<file path="config.mk">
export PLATFORM = sky130hd
export DESIGN_NAME = power_estimate_feedback_update
export DESIGN_NICKNAME = d
export VERILOG_FILES = /design/src/sv/pefu_pkg.sv /design/src/sv/power_estimate_feedback_update.sv
export SDC_FILE = /design/constraint.sdc
export NUM_CORES = 2
export LEC_CHECK = 0
export ABC_CLOCK_PERIOD_IN_PS = 29800
export BUFFER_PORTS_ARGS = -buffer_cell sky130_fd_sc_hd__buf_2
export CORE_ASPECT_RATIO = 0.7
export CORE_UTILIZATION = 25
export DETAILED_ROUTE_END_ITERATION = 6
export SLEW_MARGIN = 0
export SYNTH_ARGS = -nofsm -noshare
export SYNTH_HDL_FRONTEND = slang
export SYNTH_SLANG_ARGS = --single-unit
</file>
<file path="constraint.sdc">
create_clock -name clk -period 29.8 [get_ports clk]
set_input_delay 1.49 -clock clk [delete_from_list [all_inputs] [get_ports clk]]
set_output_delay 1.49 -clock clk [all_outputs]
set_load 0.005 [all_outputs]
</file>
<file path="src/sv/pefu_pkg.sv">
// ----------------------------------------------------------------------------
// pefu_pkg
// Shared types and constants for the power estimate feedback update block.
// ----------------------------------------------------------------------------
`default_nettype none

package pefu_pkg;

    localparam int FRAC_BITS = 16;
    localparam int DW        = 32;

    localparam logic [1:0] REG_BASE_POWER = 2'd0;
    localparam logic [1:0] REG_BASE_COV   = 2'd1;
    localparam logic [1:0] REG_IDLE_POWER = 2'd2;
    localparam logic [1:0] REG_IDLE_COV   = 2'd3;
    localparam int         NUM_REGS       = 4;

    typedef struct packed {
        logic signed [DW-1:0] app_power;
        logic signed [DW-1:0] app_cov;
        logic signed [DW-1:0] radio_power;
        logic signed [DW-1:0] radio_cov;
        logic signed [DW-1:0] feedback_power;
        logic signed [DW-1:0] feedback_cov;
    } in_item_t;

    typedef struct packed {
        logic signed [DW-1:0] total_power;
        logic signed [DW-1:0] new_app_power;
        logic signed [DW-1:0] new_app_cov;
        logic signed [DW-1:0] new_radio_power;
        logic signed [DW-1:0] new_radio_cov;
        logic                 zero_confidence;
    } out_item_t;

endpackage

`default_nettype wire

</file>
<file path="src/sv/power_estimate_feedback_update.sv">
// ----------------------------------------------------------------------------
// power_estimate_feedback_update
// Kalman-style feedback update of four power estimates, one transaction at a
// time, using a bit-serial multiplier and a restoring bit-serial divider.
// ----------------------------------------------------------------------------
// A transaction whose confidence is zero skips the gains and the updates.
// Every product goes through a shift-add multiplier that retires one
// multiplier bit per cycle, with a step each to load it, fix its sign and
// consume it; a full item has 12 products. Each of the four gains goes through
// a restoring divider that retires one quotient bit per cycle, with a step to
// load it and one to unload it. The total, the confidence and the updates are
// saturating sums, each registered in its own state. The result is held in a
// register, and a new transaction is taken only once the result has been
// taken. Writes to the init registers load the matching base or idle state at
// once and must happen while idle.
`default_nettype none

module power_estimate_feedback_update (
    input  wire logic                 clk,
    input  wire logic                 rst_n,
    input  wire logic                 in_valid,
    output logic                      in_ready,
    input  wire pefu_pkg::in_item_t   in_data,
    output logic                      out_valid,
    input  wire logic                 out_ready,
    output pefu_pkg::out_item_t       out_data,
    input  wire logic                 cfg_we,
    input  wire logic [1:0]           cfg_index,
    input  wire logic [31:0]          cfg_wdata
);
    import pefu_pkg::*;

    localparam logic signed [63:0] SMAX = 64'sd2147483647;
    localparam logic signed [63:0] SMIN = -64'sd2147483648;

    typedef enum logic [3:0] {
        S_IDLE, S_TOTAL, S_MSTART, S_MUL, S_MDONE, S_CONF, S_DSTART,
        S_DIV, S_DDONE, S_UPD, S_OUT
    } state_t;

    // step within the item: 0 for the products, 16..17 per-source updates
    state_t            state_reg;
    logic [4:0]        step_reg;
    logic [1:0]        src_reg;
    logic [5:0]        cnt_reg;

    logic signed [DW-1:0] pw_reg [4];
    logic signed [DW-1:0] cv_reg [4];
    logic signed [DW-1:0] pr_reg [4];
    logic signed [DW-1:0] fbp_reg, fbc_reg, conf_reg, gain_reg, tot_reg, gfb_reg;
    logic                 zero_reg;

    // serial multiplier: acc holds running sum, mplr shifts out one bit
    logic signed [64:0] macc_reg;
    logic signed [64:0] mcand_reg;
    logic [31:0]        mplr_reg;
    logic               mneg_reg;

    // serial divider on magnitudes
    logic [63:0] dnum_reg;
    logic [64:0] drem_reg;
    logic [31:0] dden_reg;
    logic        dneg_reg;

    logic signed [63:0] mul_res;
    logic signed [DW-1:0] mul_sat;
    logic [64:0] rem_try;
    logic signed [64:0] qs;
    logic signed [DW-1:0] div_sat;
    logic signed [DW-1:0] mul_a, mul_b;

    function automatic logic signed [DW-1:0] sat(input logic signed [63:0] v);
        if (v > SMAX) return SMAX[DW-1:0];
        if (v < SMIN) return SMIN[DW-1:0];
        return v[DW-1:0];
    endfunction

    // operand select for the shared multiplier
    always_comb
    begin
        mul_a = cv_reg[src_reg];
        mul_b = pw_reg[src_reg];
        if (step_reg[4]) begin
            unique case (step_reg[1:0])
                2'd0:    begin mul_a = gain_reg; mul_b = fbp_reg; end
                default: begin mul_a = gain_reg; mul_b = cv_reg[src_reg]; end
            endcase
        end
    end

    // floor shift of the exact product, then saturation
    assign mul_res = 64'(macc_reg >>> FRAC_BITS);
    assign mul_sat = sat(mul_res);
    assign rem_try = {drem_reg[63:0], dnum_reg[63]} - {33'd0, dden_reg};
    assign qs      = dneg_reg ? -$signed({1'b0, dnum_reg}) : $signed({1'b0, dnum_reg});
    assign div_sat = (qs > 65'(SMAX)) ? SMAX[DW-1:0] :
                     (qs < 65'(SMIN)) ? SMIN[DW-1:0] : qs[DW-1:0];

    assign in_ready  = (state_reg == S_IDLE) && !out_valid;

    always_ff @(posedge clk or negedge rst_n)
    begin
        if (!rst_n) begin
            state_reg <= S_IDLE;
            out_valid <= 1'b0;
            step_reg  <= '0;
            src_reg   <= '0;
            cnt_reg   <= '0;
            for (int i = 0; i < 2; i++) begin
                pw_reg[i] <= '0;
                cv_reg[i] <= '0;
            end
        end else begin
            if (out_valid && out_ready)
                out_valid <= 1'b0;
            if (cfg_we) begin
                unique case (cfg_index)
                    REG_BASE_POWER: pw_reg[0] <= cfg_wdata;
                    REG_BASE_COV:   cv_reg[0] <= cfg_wdata;
                    REG_IDLE_POWER: pw_reg[1] <= cfg_wdata;
                    REG_IDLE_COV:   cv_reg[1] <= cfg_wdata;
                    default: ;
                endcase
            end
            unique case (state_reg)
                S_IDLE: begin
                    if (in_valid && in_ready) begin
                        pw_reg[2] <= in_data.app_power;
                        cv_reg[2] <= in_data.app_cov;
                        pw_reg[3] <= in_data.radio_power;
                        cv_reg[3] <= in_data.radio_cov;
                        fbp_reg   <= in_data.feedback_power;
                        fbc_reg   <= in_data.feedback_cov;
                        state_reg <= S_TOTAL;
                    end
                end
                S_TOTAL: begin
                    tot_reg <= sat(64'(pw_reg[0]) + 64'(pw_reg[1])
                                 + 64'(pw_reg[2]) + 64'(pw_reg[3]));
                    step_reg  <= '0;
                    src_reg   <= '0;
                    state_reg <= S_MSTART;
                end
                // load multiplier: magnitude of b is shifted bit by bit
                S_MSTART: begin
                    macc_reg  <= '0;
                    mcand_reg <= 65'(mul_a);
                    mplr_reg  <= mul_b[DW-1] ? 32'(-mul_b) : mul_b;
                    mneg_reg  <= mul_b[DW-1];
                    cnt_reg   <= '0;
                    state_reg <= S_MUL;
                end
                S_MUL: begin
                    if (mplr_reg[0])
                        macc_reg <= macc_reg + mcand_reg;
                    mcand_reg <= mcand_reg <<< 1;
                    mplr_reg  <= mplr_reg >> 1;
                    cnt_reg   <= cnt_reg + 6'd1;
                    if (cnt_reg == 6'd31)
                        state_reg <= S_MDONE;
                end
                S_MDONE: begin
                    if (mneg_reg)
                        macc_reg <= -macc_reg;
                    state_reg <= S_CONF;
                end
                // consume a product
                S_CONF: begin
                    if (!step_reg[4]) begin
                        pr_reg[src_reg] <= mul_sat;
                        src_reg <= src_reg + 2'd1;
                        if (src_reg == 2'd3) begin
                            step_reg  <= 5'd8;
                            state_reg <= S_UPD;
                        end else begin
                            state_reg <= S_MSTART;
                        end
                    end else if (step_reg[1:0] == 2'd0) begin
                        gfb_reg   <= mul_sat;
                        step_reg  <= step_reg + 5'd1;
                        state_reg <= S_MSTART;
                    end else begin
                        pw_reg[src_reg] <= sat(64'(pw_reg[src_reg]) + 64'(gfb_reg));
                        cv_reg[src_reg] <= sat(64'(cv_reg[src_reg]) - 64'(mul_sat));
                        src_reg <= src_reg + 2'd1;
                        step_reg <= 5'd16;
                        state_reg <= (src_reg == 2'd3) ? S_OUT : S_DSTART;
                    end
                end
                S_UPD: begin
                    conf_reg <= sat(64'(pr_reg[0]) + 64'(pr_reg[1]) + 64'(pr_reg[2])
                                  + 64'(pr_reg[3]) + 64'(fbc_reg));
                    step_reg  <= 5'd16;
                    src_reg   <= '0;
                    state_reg <= S_DSTART;
                end
                // divide (prod << FRAC_BITS) by confidence, toward zero
                S_DSTART: begin
                    if (conf_reg == '0) begin
                        zero_reg  <= 1'b1;
                        state_reg <= S_OUT;
                    end else begin
                        zero_reg <= 1'b0;
                        dnum_reg <= 64'(pr_reg[src_reg][DW-1] ?
                                    -64'(pr_reg[src_reg]) : 64'(pr_reg[src_reg]))
                                    << FRAC_BITS;
                        dden_reg <= conf_reg[DW-1] ? 32'(-conf_reg) : conf_reg;
                        dneg_reg <= pr_reg[src_reg][DW-1] ^ conf_reg[DW-1];
                        drem_reg <= '0;
                        cnt_reg  <= '0;
                        state_reg <= S_DIV;
                    end
                end
                S_DIV: begin
                    if (!rem_try[64]) begin
                        drem_reg <= rem_try;
                        dnum_reg <= {dnum_reg[62:0], 1'b1};
                    end else begin
                        drem_reg <= {drem_reg[63:0], dnum_reg[63]};
                        dnum_reg <= {dnum_reg[62:0], 1'b0};
                    end
                    cnt_reg <= cnt_reg + 6'd1;
                    if (cnt_reg == 6'd63)
                        state_reg <= S_DDONE;
                end
                S_DDONE: begin
                    gain_reg  <= div_sat;
                    step_reg  <= 5'd16;
                    state_reg <= S_MSTART;
                end
                S_OUT: begin
                    out_data.total_power     <= tot_reg;
                    out_data.new_app_power   <= pw_reg[2];
                    out_data.new_app_cov     <= cv_reg[2];
                    out_data.new_radio_power <= pw_reg[3];
                    out_data.new_radio_cov   <= cv_reg[3];
                    out_data.zero_confidence <= zero_reg;
                    out_valid <= 1'b1;
                    state_reg <= S_IDLE;
                end
                default: state_reg <= S_IDLE;
            endcase
        end
    end

endmodule

`default_nettype wire

</file>
### Word-level counts from Yosys, hierarchy flattened

Memory sizes are Yosys's and may differ from the RTL's.
Cells that the tools add are included.

| storage, ports and cells | value |
|---|---|
| output and inout port bits | 163 |
| memories kept | 1 |
| word-level logic and storage cells | 264 |
| input bits | 231 |
| flip-flop bits (word level) | 952 |
| bits in writable memories | 128 |

Memories:

| name | words | width | read ports | clocked after memory_dff | write ports | line | RTL |
|---|---|---|---|---|---|---|---|
| pr_reg | 4 | 32 | 5 | 0 | 1 | power_estimate_feedback_update.sv:49 | `logic signed [DW-1:0] pr_reg [4];` |

| cells by class | value |
|---|---|
| muxes and demuxes | 126 |
| magnitude comparators | 14 |
| equal/unequal tests | 26 |
| add/sub/neg operators | 19 |
| bitwise gates (word level) | 3 |
| reduce and logical (&&, ||, !) cells | 39 |

Operator list:

| kind | number |
|---|---|
| $mux W32 | 40 |
| $mux W64 | 9 |
| $mux W128 | 4 |
| $pmux W64 S2 | 4 |
| $bwmux W128 | 2 |
| $mux W65 | 3 |
| $pmux W65 S3 | 1 |
| $pmux W65 S2 | 1 |
| $bmux W32 S2 | 2 |
| $add A32 B32 Y33 | 3 |
| $add A34 B32 Y35 | 2 |
| $add A33 B32 Y34 | 2 |
| $gt A33 B32 Y1 const B | 2 |
| $lt A33 B32 Y1 const B | 2 |
| $add A65 B65 Y65 | 1 |
| $gt A65 B32 Y1 const B | 1 |
| $lt A65 B32 Y1 const B | 1 |
| $neg A64 Y65 | 1 |
| $neg A65 Y65 | 1 |
| $sub A65 B32 Y65 | 1 |
| $demux W32 S2 | 1 |
| $neg A32 Y32 | 2 |
| $pmux W32 S2 | 1 |
| $gt A49 B32 Y1 const B | 1 |
| 50 further kinds | 139 |

### Longest topological paths before layout

| depth | value |
|---|---|
| depth after elaboration | 24 |
| gate-level depth with buffers | 22 |
| mapped depth without buffers | 19 |

### Least setup slack after synthesis

No wires, ideal clock.

| path | value |
|---|---|
| kind | input to register |
| start point | input rst_n |
| end point | register dnum_reg[0], enable pin |
| data required time | 28.996 ns |
| stages on the path | 2 |
| path buffers | 0 |
| path slack | 18.047 ns |
| arrival time | 10.949 ns |
| cells stage by stage | nand2_1 > a211oi_1 |

| between the ends | value |
|---|---|
| word-level cells in the longest chain between the ends | 1 |

RTL lines:

| what | line | RTL |
|---|---|---|
| start, declared | power_estimate_feedback_update.sv:20 | `input wire logic rst_n,` |
| $reduce_and A3 Y1 (no source line) | - |  |
| end signal, assigned | power_estimate_feedback_update.sv:204 | `dnum_reg <= 64'(pr_reg[src_reg][DW-1] ?` |
| end signal, assigned | power_estimate_feedback_update.sv:217 | `dnum_reg <= {dnum_reg[62:0], 1'b1};` |
| end signal, assigned | power_estimate_feedback_update.sv:220 | `dnum_reg <= {dnum_reg[62:0], 1'b0};` |
| end, declared | power_estimate_feedback_update.sv:60 | `logic [63:0] dnum_reg;` |

No other way between the ends.
A chain may end at the register's enable or synchronous reset.

### Worst setup path after layout

| path | value |
|---|---|
| start point | register macc_reg[55] |
| end point | register cv_reg[22] (netlist name), data pin |

| between the ends | value |
|---|---|
| word-level cells in the longest chain between the ends | 21 |
| elaborated cells on any way between the ends | 30 |
| those cells by class | 1 x add/sub; 4 x order compare; 25 x mux |

RTL lines:

| what | line | RTL |
|---|---|---|
| start, declared | power_estimate_feedback_update.sv:54 | `logic signed [64:0] macc_reg;` |
| start signal, assigned | power_estimate_feedback_update.sv:155 | `macc_reg <= macc_reg + mcand_reg;` |
| start signal, assigned | power_estimate_feedback_update.sv:164 | `macc_reg <= -macc_reg;` |
| $lt A49 B32 Y1 | power_estimate_feedback_update.sv:74 | `if (v < SMIN) return SMIN[DW-1:0];` |
| $mux W1 (2 in series) | power_estimate_feedback_update.sv:74 |  |
| $mux W32 | power_estimate_feedback_update.sv:75 | `return v[DW-1:0];` |
| $mux W32 * | power_estimate_feedback_update.sv:74 |  |
| named net mul_sat[1] | power_estimate_feedback_update.sv:66 | `logic signed [DW-1:0] mul_sat;` |
| $sub A32 B32 Y33 * | power_estimate_feedback_update.sv:184 | `cv_reg[src_reg] <= sat(64'(cv_reg[src_reg]) - 64'(mul_sat));` |
| $lt A33 B32 Y1 | power_estimate_feedback_update.sv:74 |  |
| $mux W1 (2 in series) | power_estimate_feedback_update.sv:74 |  |
| [4 not listed] | - |  |
| $mux W32 * | power_estimate_feedback_update.sv:74 |  |
| $mux W32 * | power_estimate_feedback_update.sv:178 | `end else if (step_reg[1:0] == 2'd0) begin` |
| $mux W32 * | power_estimate_feedback_update.sv:169 | `if (!step_reg[4]) begin` |
| $mux W32 * | power_estimate_feedback_update.sv:125 | `unique case (state_reg)` |
| $bwmux W128 * | power_estimate_feedback_update.sv:184 |  |
| $mux W128 * | power_estimate_feedback_update.sv:178 |  |
| $mux W128 * | power_estimate_feedback_update.sv:169 |  |
| $pmux W64 S2 * | power_estimate_feedback_update.sv:125 |  |
| end signal, assigned by index | power_estimate_feedback_update.sv:184 |  |
| end, declared | power_estimate_feedback_update.sv:48 | `logic signed [DW-1:0] cv_reg [4];` |

Mark *: on every way through the listed nets, which the timed path passes. The rest lies on a longest branch. The select of a mux whose other input is x is not followed.

==> results_dict.tcl <==
set metrics [dict create \
    status "finished, violations left" \
    violations "DRC" \
    leakagePower_nw 28.3 \
    syn_avg_cell_area_um2 11.2 \
    dpl.hpwl_um 177000 \
    antenna_found_initial 44 \
    rsz0062_at_grt "no" \
    netlist_instances 5828 \
    place_ws_ns 22.23 \
    drc 8 \
    cts_resized 0 \
    setup_viol 0 \
    clock_skew_ns 0.0525 \
    die_w_um 613 \
    finalCoreUtilization_pct 28.9 \
    grt_start_max_net_pins 83 \
    finalWirelength_um 231000 \
    yosysWarnings 0 \
    tightest_slew_ns 1.37 \
    ys_ff_latch 1080 \
    drive_gt1_share_pct 14.5 \
    wl_per_cell_um 23.9 \
    clock_path_buffers 3 \
    dr.pass1.iters 7 \
    power.density_mw_per_mm2 53.3 \
    timing.final.ws_setup_ns 21.90 \
    synth_area_mm2 0.0654 \
    largest_reg_flops 161 \
    hold_violations 0 \
    startpoint_type "register" \
    grt_pass1_wl_um 331000 \
    ant_nets 0 \
    dr_total_vias 50877 \
    final_common_cell "edfxtp_1" \
    place.gp.congestion 0.958 \
    clk_pin_slew_ns 0.08 \
    post-cts-setup-buffer-count 0 \
    synth_enable_flop_cells 934 \
    coreArea_mm2 0.259 \
    num_io_pins 394 \
    grt_pass1_vias 47570 \
    stdcell_area_mm2 0.0748 \
    cts.sinks 1080 \
    max_slew_margin_pct 8.74 \
    ctsHoldBuffers 0 \
    seq_area_frac_synth_pct 48.5 \
    min_period_over_period_pct 26.5 \
    maxCapViolations 0 \
    cts_max_level 3 \
    ir_drop_uv 54.3 \
    crit_arrival_ns 8.39 \
    ys_types 83 \
    first_iter_violations 6003 \
    numPortBuffers 393 \
    final_cell_mix "edfxtp_1 (934), nand2_1 (576), o21ai_0 (479)" \
    drt-vias-per-instance 5.26 \
    synth_ff_type "edfxtp_1" \
    drv_slew 0 \
    clk_latency_ns 0.73 \
    die_area_mm2 0.264 \
    min_period_ns 7.90 \
    cts_tree "yes" \
    place_area_mm2 0.0714 \
    setup_tns_ns 0 \
    die_h_um 430 \
    cp_data_required_time_ns 30.29 \
    critPathKind "register to register" \
    crit_fanout 31 \
    layout.nets 6740 \
    placementRows 156 \
    track_usage_pct 16.9 \
    start_util_pct 25.2 \
    hold_class "register to register" \
    gr-total-overflow 0 \
    max_freq_mhz 127 \
    largest-register "out_data" \
    cp-end-kind "register" \
    async_flop_share_pct 13.5 \
    cts_root_buf "clkbuf_16" \
    area_growth_pct 14.3 \
    cts_made_buffers 100 \
    synth_nets 6469 \
]
-- layout make-up --
class,instances,area [um2]
multi-input combinational,4283,32100
sequential,1080,31700
timing repair buffer,465,2510
inverter,169,634
clock buffer,116,2610
antenna,14,35.0
fill,26727,184000
clock inverter,70,795
tap,3476,4350
-- logic make-up (layout without fill, tap and decap cells) --
| logic type | count (synthesis) | after routing | synth area share (%) |
|---|---|---|---|
| AOI/OAI and AO/OA | 1644 | 1644 | 15.8 |
| and+or+nand+nor | 1541 | 1541 | 11.5 |
| DFF | 1080 | 1080 | 48.5 |
| buffers and inverters | 465 | 820 | 2.76 |
| adders and majority gates | 413 | 413 | 9.81 |
| xor gates and xnor gates | 387 | 387 | 5.18 |
| muxes | 298 | 298 | 6.48 |
| other | 0 | 14 | 0 |
-- final timing paths --
kind | startpoint | endpoint | slack (ns) | depth (start not counted)
min in group asynchronous | rst_n | cv_reg[120] | 0.68 | 1
worst min-delay path | zero_reg | out_data[0] | 0.42 | 0
worst max-delay path | macc_reg[55] | cv_reg[22] | 21.90 | 22
worst min register to register | zero_reg | out_data[0] | 0.42 | 0
worst max register to register | macc_reg[55] | cv_reg[22] | 21.90 | 22
max in group asynchronous | rst_n | cv_reg[102] | 27.48 | 3
-- stage by stage --
| stage | total power (W) | hold slack (ns) | instances |
|---|---|---|---|
| detailed placement | 0.00260 | 0.405 | 9473 |
| finish | 0.00398 | 0.420 | 9673 |
| global placement | 0.00258 | 0.403 | 9473 |
| CTS | 0.00398 | 0.421 | 9659 |
| floorplan | 0.00234 | 0.400 | 5828 |
| global route | 0.00413 | 0.427 | 9661 |
-- critical path, stage by stage, from the launching register on --
cell and delay, ns:
edfxtp_1 0.51, nor4_1 0.50, nand2b_1 0.18, or4_1 0.45
or4_1 0.55, nor2_1 0.15, nor2_2 0.06, buf_4 0.29
a21oi_1 0.30, inv_1 0.23, fa_1 0.50, nor2b_1 0.16
o31a_1 0.20, o41a_1 0.23, o2111ai_1 0.24, o21ai_0 0.44
nand4_1 0.19, a32o_1 0.26, buf_4 0.21, nand2_1 0.28
buf_4 0.32, nand2_1 0.85, o21ai_0 0.55
-- routing by layer --
layer  GRT usage, %  vias to the layer above  routed length, um
li1               -                    22421                  -
met1           24.8                    25552             104000
met2           24.3                     2496              97200
met3           3.73                      396              21700
met4           5.72                       12               8790
met5              0                        -                138
-- cells in the mapped netlist (all sizes together) (15+ instances only) --
cell / number / share of area, %
buf: 47 / 0.36
nor4: 38 / 0.36
ha: 243 / 4.6
a21o: 168 / 1.9
nor2b: 65 / 0.62
a21boi: 17 / 0.20
and2: 71 / 0.68
o211ai: 28 / 0.32
nand2: 579 / 3.3
a211oi: 70 / 0.80
nand3b: 17 / 0.20
xor2: 183 / 2.5
o22ai: 89 / 0.85
xnor2: 204 / 2.7
a22oi: 26 / 0.30
o21a: 47 / 0.54
and3: 35 / 0.33
a21oi: 391 / 3.0
nor3b: 15 / 0.17
mux2: 54 / 0.93
clkbuf: 249 / 1.4
dfrtp: 146 / 5.6
fa: 167 / 5.1
mux2i: 149 / 2.3
edfxtp: 934 / 43
o21ai: 518 / 4.1
a22o: 24 / 0.32
o21bai: 32 / 0.37
nor2: 260 / 1.5
nand4: 52 / 0.50
or3: 53 / 0.51
or4: 49 / 0.57
o41ai: 25 / 0.33
or2: 25 / 0.24
nor3: 78 / 0.60
o31ai: 68 / 0.87
mux4: 95 / 3.3
inv: 169 / 0.97
nand2b: 80 / 0.77
nand3: 89 / 0.68
a31oi: 35 / 0.33
-- power by group --
part / total, W / switching (W) / internal [W]
logic: 0.000818 / 0.000490 / 0.000328
registers: 0.00177 / 0.0000507 / 0.00172
clock network: 0.00139 / 0.000635 / 0.000757
Power figures use the tool's default switching activity.
